**src/sv/lfmc_pkg.sv**
```systemverilog
package lfmc_pkg;

	localparam int unsigned TICK_COUNT_WIDTH = 16;
	localparam int unsigned LEVEL_W = 10;
	localparam int unsigned DIST_W = 16;
	localparam int unsigned SPEED_W = 8;
	localparam int unsigned LIMIT_W = 16;
	localparam int unsigned CFG_ADDR_W = 3;
	localparam int unsigned CFG_DATA_W = 16;

	localparam logic [SPEED_W-1:0] TURN_FAST = 8'd20;
	localparam logic [SPEED_W-1:0] TURN_SLOW = 8'd5;

	localparam logic [LEVEL_W-1:0] WHITE_FLOOR_RST = 10'd600;
	localparam logic [LEVEL_W-1:0] BLACK_CEIL_RST = 10'd400;
	localparam logic [DIST_W-1:0] STOP_DIST_RST = 16'd200;
	localparam logic [SPEED_W-1:0] CRUISE_SPEED_RST = 8'd20;
	localparam logic [LIMIT_W-1:0] TIME_LIMIT_RST = 16'd65535;

	typedef enum logic [2:0] {
		MODE_INIT = 3'd0,
		MODE_STRAIGHT = 3'd1,
		MODE_LEFT = 3'd2,
		MODE_RIGHT = 3'd3,
		MODE_STOP = 3'd4,
		MODE_END = 3'd5
	} mode_t;

	typedef enum logic [CFG_ADDR_W-1:0] {
		REG_WHITE_FLOOR = 3'd0,
		REG_BLACK_CEIL = 3'd1,
		REG_STOP_DIST = 3'd2,
		REG_CRUISE_SPEED = 3'd3,
		REG_TIME_LIMIT = 3'd4
	} cfg_reg_t;

	typedef struct packed {
		logic [LEVEL_W-1:0] left_level;
		logic [LEVEL_W-1:0] right_level;
		logic start_pin;
		logic [DIST_W-1:0] nearest_distance;
	} tick_t;

	typedef struct packed {
		logic drive_valid;
		logic [SPEED_W-1:0] left_drive;
		logic [SPEED_W-1:0] right_drive;
		logic blink_request;
		logic [2:0] next_mode;
	} result_t;

	typedef struct packed {
		logic [LEVEL_W-1:0] white_floor;
		logic [LEVEL_W-1:0] black_ceil;
		logic [DIST_W-1:0] stop_dist;
		logic [SPEED_W-1:0] cruise_speed;
		logic [LIMIT_W-1:0] time_limit;
	} cfg_t;

endpackage

```
**src/sv/lfmc_if.sv**
```systemverilog
interface lfmc_tick_if;
	logic valid;
	logic ready;
	lfmc_pkg::tick_t data;

	modport source (output valid, output data, input ready);
	modport sink (input valid, input data, output ready);
endinterface

interface lfmc_result_if;
	logic valid;
	logic ready;
	lfmc_pkg::result_t data;

	modport source (output valid, output data, input ready);
	modport sink (input valid, input data, output ready);
endinterface

interface lfmc_cfg_if;
	logic valid;
	logic ready;
	logic [lfmc_pkg::CFG_ADDR_W-1:0] addr;
	logic [lfmc_pkg::CFG_DATA_W-1:0] data;

	modport source (output valid, output addr, output data, input ready);
	modport sink (input valid, input addr, input data, output ready);
endinterface

```
**src/sv/line_follower_mode_control_top.sv**
```systemverilog
// each accepted tick's result is registered in the output buffer (main or skid)
// throughput: one tick per cycle unless the buffer is full; mode and tick counter
// update at the accepting edge; a two-entry output buffer keeps ticks flowing while
// one result waits; reset: arst_n clears mode to init, the tick counter to zero,
// the output buffer, and loads the configuration registers with their default values
module line_follower_mode_control_top #(
	parameter int unsigned TICK_COUNT_WIDTH = lfmc_pkg::TICK_COUNT_WIDTH
) (
	input logic clk,
	input logic arst_n,
	lfmc_tick_if.sink tick,
	lfmc_result_if.source result,
	lfmc_cfg_if.sink cfg
);

	lfmc_pkg::cfg_t regs;
	lfmc_pkg::result_t core_res;
	logic buf_ready;
	logic fire;

	assign tick.ready = buf_ready;
	assign fire = tick.valid && buf_ready;

	lfmc_cfg_regs u_cfg (
		.clk(clk),
		.arst_n(arst_n),
		.cfg(cfg),
		.regs(regs)
	);

	lfmc_core #(
		.TICK_COUNT_WIDTH(TICK_COUNT_WIDTH)
	) u_core (
		.clk(clk),
		.arst_n(arst_n),
		.fire(fire),
		.tick(tick.data),
		.regs(regs),
		.res(core_res)
	);

	lfmc_skid u_skid (
		.clk(clk),
		.arst_n(arst_n),
		.in_valid(tick.valid),
		.in_ready(buf_ready),
		.in_data(core_res),
		.result(result)
	);

endmodule

```
**src/sv/lfmc_cfg_regs.sv**
```systemverilog
module lfmc_cfg_regs (
	input logic clk,
	input logic arst_n,
	lfmc_cfg_if.sink cfg,
	output lfmc_pkg::cfg_t regs
);

	lfmc_pkg::cfg_t regs_q;

	assign cfg.ready = 1'b1;
	assign regs = regs_q;

	always_ff @(posedge clk or negedge arst_n) begin
		if (!arst_n) begin
			regs_q.white_floor <= lfmc_pkg::WHITE_FLOOR_RST;
			regs_q.black_ceil <= lfmc_pkg::BLACK_CEIL_RST;
			regs_q.stop_dist <= lfmc_pkg::STOP_DIST_RST;
			regs_q.cruise_speed <= lfmc_pkg::CRUISE_SPEED_RST;
			regs_q.time_limit <= lfmc_pkg::TIME_LIMIT_RST;
		end else if (cfg.valid) begin
			case (cfg.addr)
				lfmc_pkg::REG_WHITE_FLOOR: begin
					regs_q.white_floor <= cfg.data[lfmc_pkg::LEVEL_W-1:0];
				end
				lfmc_pkg::REG_BLACK_CEIL: begin
					regs_q.black_ceil <= cfg.data[lfmc_pkg::LEVEL_W-1:0];
				end
				lfmc_pkg::REG_STOP_DIST: begin
					regs_q.stop_dist <= cfg.data[lfmc_pkg::DIST_W-1:0];
				end
				lfmc_pkg::REG_CRUISE_SPEED: begin
					regs_q.cruise_speed <= cfg.data[lfmc_pkg::SPEED_W-1:0];
				end
				lfmc_pkg::REG_TIME_LIMIT: begin
					regs_q.time_limit <= cfg.data[lfmc_pkg::LIMIT_W-1:0];
				end
				default: begin
				end
			endcase
		end
	end

endmodule

```
**src/sv/lfmc_core.sv**
```systemverilog
module lfmc_core #(
	parameter int unsigned TICK_COUNT_WIDTH = lfmc_pkg::TICK_COUNT_WIDTH
) (
	input logic clk,
	input logic arst_n,
	input logic fire,
	input lfmc_pkg::tick_t tick,
	input lfmc_pkg::cfg_t regs,
	output lfmc_pkg::result_t res
);

	localparam int unsigned CMP_W =
		(TICK_COUNT_WIDTH > lfmc_pkg::LIMIT_W) ? TICK_COUNT_WIDTH : lfmc_pkg::LIMIT_W;

	lfmc_pkg::mode_t mode_q;
	lfmc_pkg::mode_t cur_mode;
	lfmc_pkg::mode_t nxt_mode;
	logic [TICK_COUNT_WIDTH-1:0] count_q;
	logic [TICK_COUNT_WIDTH-1:0] count_adv;
	logic [TICK_COUNT_WIDTH-1:0] count_nxt;
	logic near, l_white, r_white, l_black, r_black;

	always_comb begin
		count_adv = (count_q == '1) ? count_q : count_q + 1'b1;
		cur_mode = mode_q;
		if (CMP_W'(count_adv) >= CMP_W'(regs.time_limit)) begin
			cur_mode = lfmc_pkg::MODE_END;
		end

		near = tick.nearest_distance <= regs.stop_dist;
		l_white = tick.left_level > regs.white_floor;
		r_white = tick.right_level > regs.white_floor;
		l_black = tick.left_level < regs.black_ceil;
		r_black = tick.right_level < regs.black_ceil;

		count_nxt = count_adv;
		res.drive_valid = 1'b1;
		res.left_drive = '0;
		res.right_drive = '0;
		res.blink_request = 1'b0;
		nxt_mode = lfmc_pkg::MODE_END;

		case (cur_mode)
			lfmc_pkg::MODE_INIT: begin
				res.drive_valid = 1'b0;
				if (!tick.start_pin) begin
					count_nxt = '0;
					nxt_mode = lfmc_pkg::MODE_STRAIGHT;
				end else begin
					nxt_mode = lfmc_pkg::MODE_INIT;
				end
			end
			lfmc_pkg::MODE_STRAIGHT: begin
				res.left_drive = regs.cruise_speed;
				res.right_drive = regs.cruise_speed;
				if (near) begin
					nxt_mode = lfmc_pkg::MODE_STOP;
				end else if (l_white && r_black) begin
					nxt_mode = lfmc_pkg::MODE_RIGHT;
				end else if (r_white && l_black) begin
					nxt_mode = lfmc_pkg::MODE_LEFT;
				end else if (r_white && l_white) begin
					nxt_mode = lfmc_pkg::MODE_END;
				end else begin
					nxt_mode = lfmc_pkg::MODE_STRAIGHT;
				end
			end
			lfmc_pkg::MODE_LEFT, lfmc_pkg::MODE_RIGHT: begin
				res.left_drive = (cur_mode == lfmc_pkg::MODE_LEFT) ?
					lfmc_pkg::TURN_FAST : lfmc_pkg::TURN_SLOW;
				res.right_drive = (cur_mode == lfmc_pkg::MODE_LEFT) ?
					lfmc_pkg::TURN_SLOW : lfmc_pkg::TURN_FAST;
				if (near) begin
					nxt_mode = lfmc_pkg::MODE_STOP;
				end else if (r_black && l_black) begin
					nxt_mode = lfmc_pkg::MODE_STRAIGHT;
				end else if (r_white && l_white) begin
					nxt_mode = lfmc_pkg::MODE_END;
				end else begin
					nxt_mode = cur_mode;
				end
			end
			lfmc_pkg::MODE_STOP: begin
				nxt_mode = near ? lfmc_pkg::MODE_STOP : lfmc_pkg::MODE_STRAIGHT;
			end
			default: begin
				res.blink_request = 1'b1;
				nxt_mode = lfmc_pkg::MODE_END;
			end
		endcase

		res.next_mode = nxt_mode;
	end

	always_ff @(posedge clk or negedge arst_n) begin
		if (!arst_n) begin
			mode_q <= lfmc_pkg::MODE_INIT;
			count_q <= '0;
		end else if (fire) begin
			mode_q <= nxt_mode;
			count_q <= count_nxt;
		end
	end

endmodule

```
**src/sv/lfmc_skid.sv**
```systemverilog
module lfmc_skid (
	input logic clk,
	input logic arst_n,
	input logic in_valid,
	output logic in_ready,
	input lfmc_pkg::result_t in_data,
	lfmc_result_if.source result
);

	logic main_valid_q, skid_valid_q;
	lfmc_pkg::result_t main_q, skid_q;
	logic push, pop, load_main;

	assign in_ready = !skid_valid_q;
	assign push = in_valid && in_ready;
	assign pop = main_valid_q && result.ready;
	assign load_main = !main_valid_q || pop;
	assign result.valid = main_valid_q;
	assign result.data = main_q;

	always_ff @(posedge clk or negedge arst_n) begin
		if (!arst_n) begin
			main_valid_q <= 1'b0;
			skid_valid_q <= 1'b0;
		end else if (load_main) begin
			main_valid_q <= skid_valid_q || push;
			skid_valid_q <= 1'b0;
		end else if (push) begin
			skid_valid_q <= 1'b1;
		end
	end

	always_ff @(posedge clk) begin
		if (load_main) begin
			main_q <= skid_valid_q ? skid_q : in_data;
		end else if (push) begin
			skid_q <= in_data;
		end
	end

endmodule

```
**src/flat_wrapper.sv**
```systemverilog
// flat-port wrapper written by rule: the top's interface ports become plain ports
module line_follower_mode_control_top_flat 
#(
	parameter int unsigned TICK_COUNT_WIDTH = lfmc_pkg::TICK_COUNT_WIDTH
)
  (clk, arst_n, tick_valid, tick_data, tick_ready, result_valid, result_data, result_ready, cfg_valid, cfg_addr, cfg_data, cfg_ready);
  lfmc_tick_if tick_i ();
  lfmc_result_if result_i ();
  lfmc_cfg_if cfg_i ();
  input logic clk;
  input logic arst_n;
  input wire logic [$bits(tick_i.valid)-1:0] tick_valid;
  input wire logic [$bits(tick_i.data)-1:0] tick_data;
  output wire logic [$bits(tick_i.ready)-1:0] tick_ready;
  output wire logic [$bits(result_i.valid)-1:0] result_valid;
  output wire logic [$bits(result_i.data)-1:0] result_data;
  input wire logic [$bits(result_i.ready)-1:0] result_ready;
  input wire logic [$bits(cfg_i.valid)-1:0] cfg_valid;
  input wire logic [$bits(cfg_i.addr)-1:0] cfg_addr;
  input wire logic [$bits(cfg_i.data)-1:0] cfg_data;
  output wire logic [$bits(cfg_i.ready)-1:0] cfg_ready;
  assign tick_i.valid = tick_valid;
  assign tick_i.data = tick_data;
  assign tick_ready = tick_i.ready;
  assign result_valid = result_i.valid;
  assign result_data = result_i.data;
  assign result_i.ready = result_ready;
  assign cfg_i.valid = cfg_valid;
  assign cfg_i.addr = cfg_addr;
  assign cfg_i.data = cfg_data;
  assign cfg_ready = cfg_i.ready;
  line_follower_mode_control_top #(.TICK_COUNT_WIDTH(TICK_COUNT_WIDTH)) u_core (.clk(clk), .arst_n(arst_n), .tick(tick_i), .result(result_i), .cfg(cfg_i));
endmodule
```
**config.mk**
```make
export PLATFORM = sky130hd
export DESIGN_NAME = line_follower_mode_control_top_flat
export DESIGN_NICKNAME = d
export VERILOG_FILES = /design/src/sv/lfmc_pkg.sv /design/src/sv/lfmc_if.sv /design/src/sv/line_follower_mode_control_top.sv /design/src/sv/lfmc_cfg_regs.sv /design/src/sv/lfmc_core.sv /design/src/sv/lfmc_skid.sv /design/src/flat_wrapper.sv
export SDC_FILE = /design/constraint.sdc
export NUM_CORES = 1
export LEC_CHECK = 0
export BUFFER_PORTS_ARGS = -buffer_cell sky130_fd_sc_hd__buf_2
export CORE_MARGIN = 2
export CORE_UTILIZATION = 50
export CTS_CLUSTER_DIAMETER = 60
export DETAILED_ROUTE_END_ITERATION = 8
export GPL_ROUTABILITY_DRIVEN = 0
export GPL_TIMING_DRIVEN = 1
export PLACE_DENSITY = 0.69
export SLEW_MARGIN = 30
export SYNTH_ARGS = -nofsm -noshare
export SYNTH_HDL_FRONTEND = slang
export SYNTH_SLANG_ARGS = --single-unit
```
**constraint.sdc**
```tcl
create_clock -name clk -period 5 [get_ports clk]
set_input_delay 1.5 -clock clk [delete_from_list [all_inputs] [get_ports clk]]
set_output_delay 1.5 -clock clk [all_outputs]
set_load 0.01 [all_outputs]
```
# After elaboration in Yosys (flattened, before gate mapping)
# Index checks and enable logic that the tools add are counted.
[word_totals] ff_bits=123 in_bits=61 out_inout_bits=24 elab_cells=79
[classes] addsub=1 order_cmp=6 n_eq_ne=9 n_mux=22 bitwise=1 reduce_logical=21
[op_table] op="$mux 16" count=3
[op_table] op="$pmux 16 s2" count=1
[op_table] op="$mux 3" count=9
[op_table] op="$mux 21" count=1
[op_table] op="$gt 10x10->1" count=2
[op_table] op="$lt 10x10->1" count=2
[op_table] op="$add 16x1->16 const B" count=1
[op_table] op="$eq 16x16->1 const B" count=1
[op_table] op="$ge 16x16->1" count=1
[op_table] op="$le 16x16->1" count=1
[op_table] op="$eq 3x2->1 const B" count=4
[op_table] op="$pmux 3 s4" count=1
[op_table] op="$reduce_and 2->1" count=6
[op_table] op="$mux 5" count=2
[op_table] op="$eq 3x1->1 const B" count=2
[op_table] op="$eq 3x3->1 const B" count=2
[op_table] op="$logic_and 1x1->1" count=6
[op_table] op="$logic_not 3->1" count=2
[op_table] op="$mux 1" count=5
[op_table] op="$reduce_or 5->1" count=1
[op_table] op="$logic_not 1->1" count=2
[op_table] op="$logic_or 1x1->1" count=2
[op_table] op="$reduce_bool 2->1" count=1
[op_table] op="$reduce_or 2->1" count=1
[op_table] op="$not 1->1" count=1

# Longest topological paths before layout
[logic_depth] depth_word=9 ltp_mapped=17 mapped_depth_nobuf=15

# Hierarchy
# A second synthesis with hierarchy kept.
[hier_totals] cells_unflattened=614 area_unflattened_um2=7254.5
[by_module_without_submodules] mod="lfmc_core" instances=1 cells_each=406 area_each_um2=3186.8 seq_area_each_um2=475.5
[by_module_without_submodules] mod="lfmc_cfg_regs" instances=1 cells_each=133 area_each_um2=2374.8 seq_area_each_um2=1536.5
[by_module_without_submodules] mod="lfmc_skid" instances=1 cells_each=74 area_each_um2=1686.6 seq_area_each_um2=1311.3
[by_module_without_submodules] mod="line_follower_mode_control_top" instances=1 cells_each=1 area_each_um2=6.3 seq_area_each_um2=0.0

# Worst setup path before layout
# No wires, ideal clock.
[synth_path] path_kind="register to register" start="reg u_core.u_core.count_q[0]" end="reg u_core.u_skid.main_q, in the netlist u_core.u_skid.result.data[0] (data pin)" setup_ps=157 arrival_time_ps=3541 required_time_ps=4843 slack_ps=1302 stages_incl_launch_ff=16 synth_period_minus_slack_ps=3698 cell_sequence="dfrtp_1 -> ha_1 -> nand2_1 -> or4_1 -> o21ai_2 -> nor2_1 -> nand3_1 -> xnor2_1 -> ha_1 -> a21oi_1 -> o21bai_1 -> nor4_1 -> nand3_2 -> or2_1 -> a211o_1 -> a32oi_1"
[synth_via] elab_chain_cells=9 word_cells_on_any_way=16 classes_between="add/sub (1); order compare (1); eq/ne (5); mux (7); reduce/logical (2)"
[synth_rtl] element="start: declaration" line_no="lfmc_core.sv:18" rtl="logic [TICK_COUNT_WIDTH-1:0] count_q;"
[synth_rtl] element="start signal: assignment" line_no="lfmc_core.sv:101" rtl="count_q <= count_nxt;"
[synth_rtl] element="$add 16x1->16 or $eq 16x16->1 (tied branches)" line_no="lfmc_core.sv:24" rtl="count_adv = (count_q == '1) ? count_q : count_q + 1'b1;"
[synth_rtl] element="$mux 16 (*)" line_no="lfmc_core.sv:24"
[synth_rtl] element="$ge 16x16->1 (*)" line_no="lfmc_core.sv:26" rtl="if (CMP_W'(count_adv) >= CMP_W'(regs.time_limit)) begin"
[synth_rtl] element="$mux 3 (*)" line_no="lfmc_core.sv:26"
[synth_rtl] element="$mux 3" line_no="lfmc_core.sv:77" rtl="end else if (r_white && l_white) begin"
[synth_rtl] element="$mux 3" line_no="lfmc_core.sv:75" rtl="end else if (r_black && l_black) begin"
[synth_rtl] element="$mux 3" line_no="lfmc_core.sv:73" rtl="if (near) begin"
[synth_rtl] element="$pmux 3 s4 (*)" line_no="lfmc_core.sv:43" rtl="case (cur_mode)"
[synth_rtl] element="$mux 21 (*)" line_no="lfmc_skid.sv:35" rtl="main_q <= skid_valid_q ? skid_q : in_data;"
[synth_rtl] element="end signal: assignment" line_no="lfmc_skid.sv:35"
[synth_rtl] element="end: declaration" line_no="lfmc_skid.sv:11" rtl="lfmc_pkg::result_t main_q, skid_q;"
# Every way passes the cells marked *; elsewhere a longest branch is shown, timed or not.
# A chain may end at the register's enable or synchronous reset.

# Worst setup path after layout
[layout_path] start="reg u_core.u_core.count_q[0]" end="reg u_core.u_skid.main_q, in the netlist u_core.u_skid.result.data[2] (data pin)"
# The elaborated chain is that of the path after synthesis.

==> summary.md <==
| Metric | Value |
|---|---|
| Status | `complete, no violations` |
| R2R Setup Slk | `approximately 0.8 ns` |
| IO buf count | `83` |
| MaxCap Viol Count | `0` |
| Die Footprint | `roughly 0.014 mm²` |
| Final core occ | `roughly three fifths` |
| Yosys reg bits | `between 100 and 150` |
| DP Area | `around 0.0071 mm²` |
| Setup_tns | `0 ns` |
| Synth cell count leaders | `81 x nand2_1, 71 x ha_1, 65 x inv_1, 59 x o21ai_0, 53 x dfrtp_1` |
| Crit path time final | `4.18 ns` |
| Worst reg2reg endpoint | `u_core.u_skid.result.data[2]` |
| Clock buffer depth | `2` |
| Crit share post-route | `a little over four fifths` |
| Pleak | `0.00334 µW` |
| GRT Total Usage | `approximately 22%` |
| Pin count of the biggest net entering global routing | `54` |
| CP Max Fanout | `10` |
| Cell mode on critical path | `ha_1` |
| Hold-fix buffers, CTS | `0` |
| Syn Nets | `782` |
| Mean Syn Cell Area | `roughly 10 µm²` |
| Number of distinct library cells after synthesis | `60` |
| Starting Density | `between 50% and 60%` |
| Worst-path cell chain | `ha_1 -> nand2_1 -> or4_1 -> o21ai_2 -> nor2_1 -> nand3_1 -> xnor2_1 -> ha_1 -> a21oi_1 -> o21bai_1 -> nor4_1 -> nand3_2 -> or2_1 -> o32ai_1 -> a31oi_1` |
| DRC | `0` |
| Dpl hpwl | `around 11 mm` |
| Core box area | `0.0127 mm²` |
| CP Class | `flip-flop to flip-flop` |
| CTS resizes | `0` |
| Unrepaired setup endpoints after global routing | `false` |
| Synth top area share | `around a fifth` |
| Global-route wire length before repair | `~25 mm` |
| Synth warnings | `0` |
| Post-route ant nets | `0` |
| Capture point of the critical path | `u_core.u_skid.result.data[2]` |
| Kind of launch point of the worst setup path | `flip-flop` |
| Crit path depth | `15` |
| Final hold vios | `0` |
| Clock Pin Slew Worst Setup and Hold Paths | `roughly 0.070 ns` |
| Boundary Pins | `between 80 and 90` |
| Worst hold path class | `flip-flop to flip-flop` |
| Cell Rows | `approximately 40` |
| Top delay family on crit path | `simple AND/OR/NAND/NOR gates` |
| Slew headroom | `roughly 36%` |
| Async S/R FF share, synth | `between 70% and 80%` |
| Arr. time, crit path | `around 4.3 ns` |
| CP endpoint kind | `flip-flop` |
| Num CTS Buffers | `9` |
| Die width | `around 120 µm` |
| Worst-Skew Late Latency | `roughly 0.36 ns` |
| Count leader, synth | `nand2_1` |
| Clock sink total | `~110` |
| Final instance area | `~0.0074 mm²` |
| Yosys top cell by area | `dfrtp_1` |
| Drt first-iter violations | `280` |
| Cell area after synthesis | `about 0.0065 mm²` |
| P&R area growth vs syn | `13.7%` |
| CTS root buf | `clkbuf_16` |
| Area contributors post-synth | `dfrtp_1 20%, edfxtp_1 14%, ha_1 14%` |
| Pwr Density | `just under 400 mW/mm²` |
| Crit path largest cell delay | `between 0.5 and 0.6 ns` |
| Total gr overflow | `0` |
| Drt wl/cell | `between 15 and 20 µm` |
| Postcts setup bufs | `0` |
| Worst path slowest cell | `or4_1` |
| Seq/Total Area, Yosys | `~46%` |
| Vias per inst | `~5.5` |
| CTS tree | `done` |
| EDFF count, synth | `30` |
| DRT Wirelength | `roughly 15 mm` |
| Ant. Diodes | `0` |
| Initial antenna violation count | `0` |
| Worst R2R Start | `u_core.u_core.count_q[0]` |
| Share of layout cells above drive strength 1 | `approximately a quarter` |
| DR pass1 iterations | `4` |
| CP startpoint | `u_core.u_core.count_q[0]` |
| Cells after synthesis | `650` |
| Worst-Margin Slew | `between 0.9 and 1 ns` |
| Required @ worst endpoint | `5.09 ns` |
| Bufs and invs on worst path | `0` |
| Worst reg-to-reg path cell count | `15` |
| Layout Nets | `860` |
| Final-report setup violation count | `0` |
| Die Height | `roughly 120 µm` |
| Max Clock Freq | `239 MHz` |
| Worst Skew | `~0.004 ns` |
| Synth Flop Type | `dfrtp_1` |
| Vias in the first global route | `5037` |
| CTS H-tree depth | `3` |
| Via count | `roughly 5000` |
| Worst IR drop on VDD | `roughly 0.31 mV` |
| Max-slew violation count | `0` |
==> worst register-to-register path, delay by kind of cell, from the launching register on <==
family / cells / cell delay [ns]
and+or+nand+nor: 7 / 1.93
AOI/OAI and AO/OA: 5 / 0.97
adders and majority gates: 2 / 0.46
DFF: 1 / 0.43
xor gates and xnor gates: 1 / 0.13
==> worst min-delay path by stage <==
stage | slack [ns] | depth (start not counted) | startpoint | end
2_1_floorplan | 0.47 | 1 | u_core.u_cfg.regs[17] | u_core.u_cfg.regs[17]
3_3_place_gp | 0.48 | 1 | u_core.u_cfg.regs[19] | u_core.u_cfg.regs[19]
3_5_place_dp | 0.49 | 1 | u_core.u_cfg.regs[21] | u_core.u_cfg.regs[21]
4_1_cts | 0.51 | 1 | u_core.u_cfg.regs[21] | u_core.u_cfg.regs[21]
5_1_grt | 0.53 | 1 | u_core.u_cfg.regs[21] | u_core.u_cfg.regs[21]
6_report | 0.50 | 1 | u_core.u_cfg.regs[21] | u_core.u_cfg.regs[21]
==> per-layer routing <==
layer  track usage (%)  share of wire, %
met3              5.47               3.9
met1              27.8                45
met5                 0                 0
met2              38.2                50
met4              6.25               1.8
==> registers in the layout (all words and copies together), names as in the netlist <==
name and count:
u_core.u_core.count_q 16, u_core.u_skid.skid_q 15, u_core.u_cfg.regs 60, u_core.u_skid.result.valid 1
u_core.u_skid.skid_valid_q 1, u_core.u_skid.result.data 15, u_core.u_core.mode_q 3
==> placed cells by master, fill, tap and decap left out, drive strengths merged, types with 3 or more instances in the layout <==
master and count:
dfrtp 53, a31oi 3, nor3b 3, dfstp 28, edfxtp 30, o21a 6, clkinv 3, mux2 24
xor2 5, nor2b 4, nand4 15, nand2 82, nor4 3, nor3 17, a21oi 32, o21ai 64
or3 7, inv 67, and3 7, a211oi 6, nand3 8, nand2b 9, ha 71, buf 89
xnor2 5, a22o 10, nor2 31, a21o 10, clkbuf 10
==> report_power, final <==
group | leakage, µW | switching (µW) | total [µW] | internal [µW]
Sequential | 0.00125 | 83.1 | 1240 | 1160
Combinational | 0.00194 | 521 | 886 | 365
Clock | 0.000154 | 336 | 757 | 421
Total | 0.00334 | 940 | 2890 | 1950
==> stage by stage <==
stage                     instances  power (µW)  worst slack, ns  hold WS, ns
after detailed placement        889        2140            0.892        0.490
after floorplan                 650        1880             1.30        0.470
after global routing            905        3090            0.502        0.529
after global placement          889        2090             1.01        0.482
after CTS                       905        2910            0.853        0.506
final                           905        2890            0.821        0.504
==> final cells by class <==
| cell class | count | area (µm²) |
|---|---|---|
| Timing Repair Buffer | 89 | 463 |
| Inverter | 66 | 248 |
| Tap cell | 172 | 215 |
| Sequential cell | 111 | 2960 |
| Clock buffer | 10 | 250 |
| Clock inverter | 6 | 65.1 |
| Fill cell | 1129 | 5290 |
| Multi-Input combinational cell | 451 | 3170 |
==> kinds of logic (layout without fill, tap and decap cells) <==
kind of cell	after synthesis	after routing	synth area share, %
AOI/OAI and AO/OA	152	152	14.9
xor gates and xnor gates	10	10	1.35
adders and majority gates	71	71	13.7
buffers and inverters	88	171	5.67
DFF	111	111	45.7
muxes	24	24	4.17
other	1	1	0.0578
and+or+nand+nor	193	193	14.5
No activity file was read; power rests on OpenSTA's default activity.
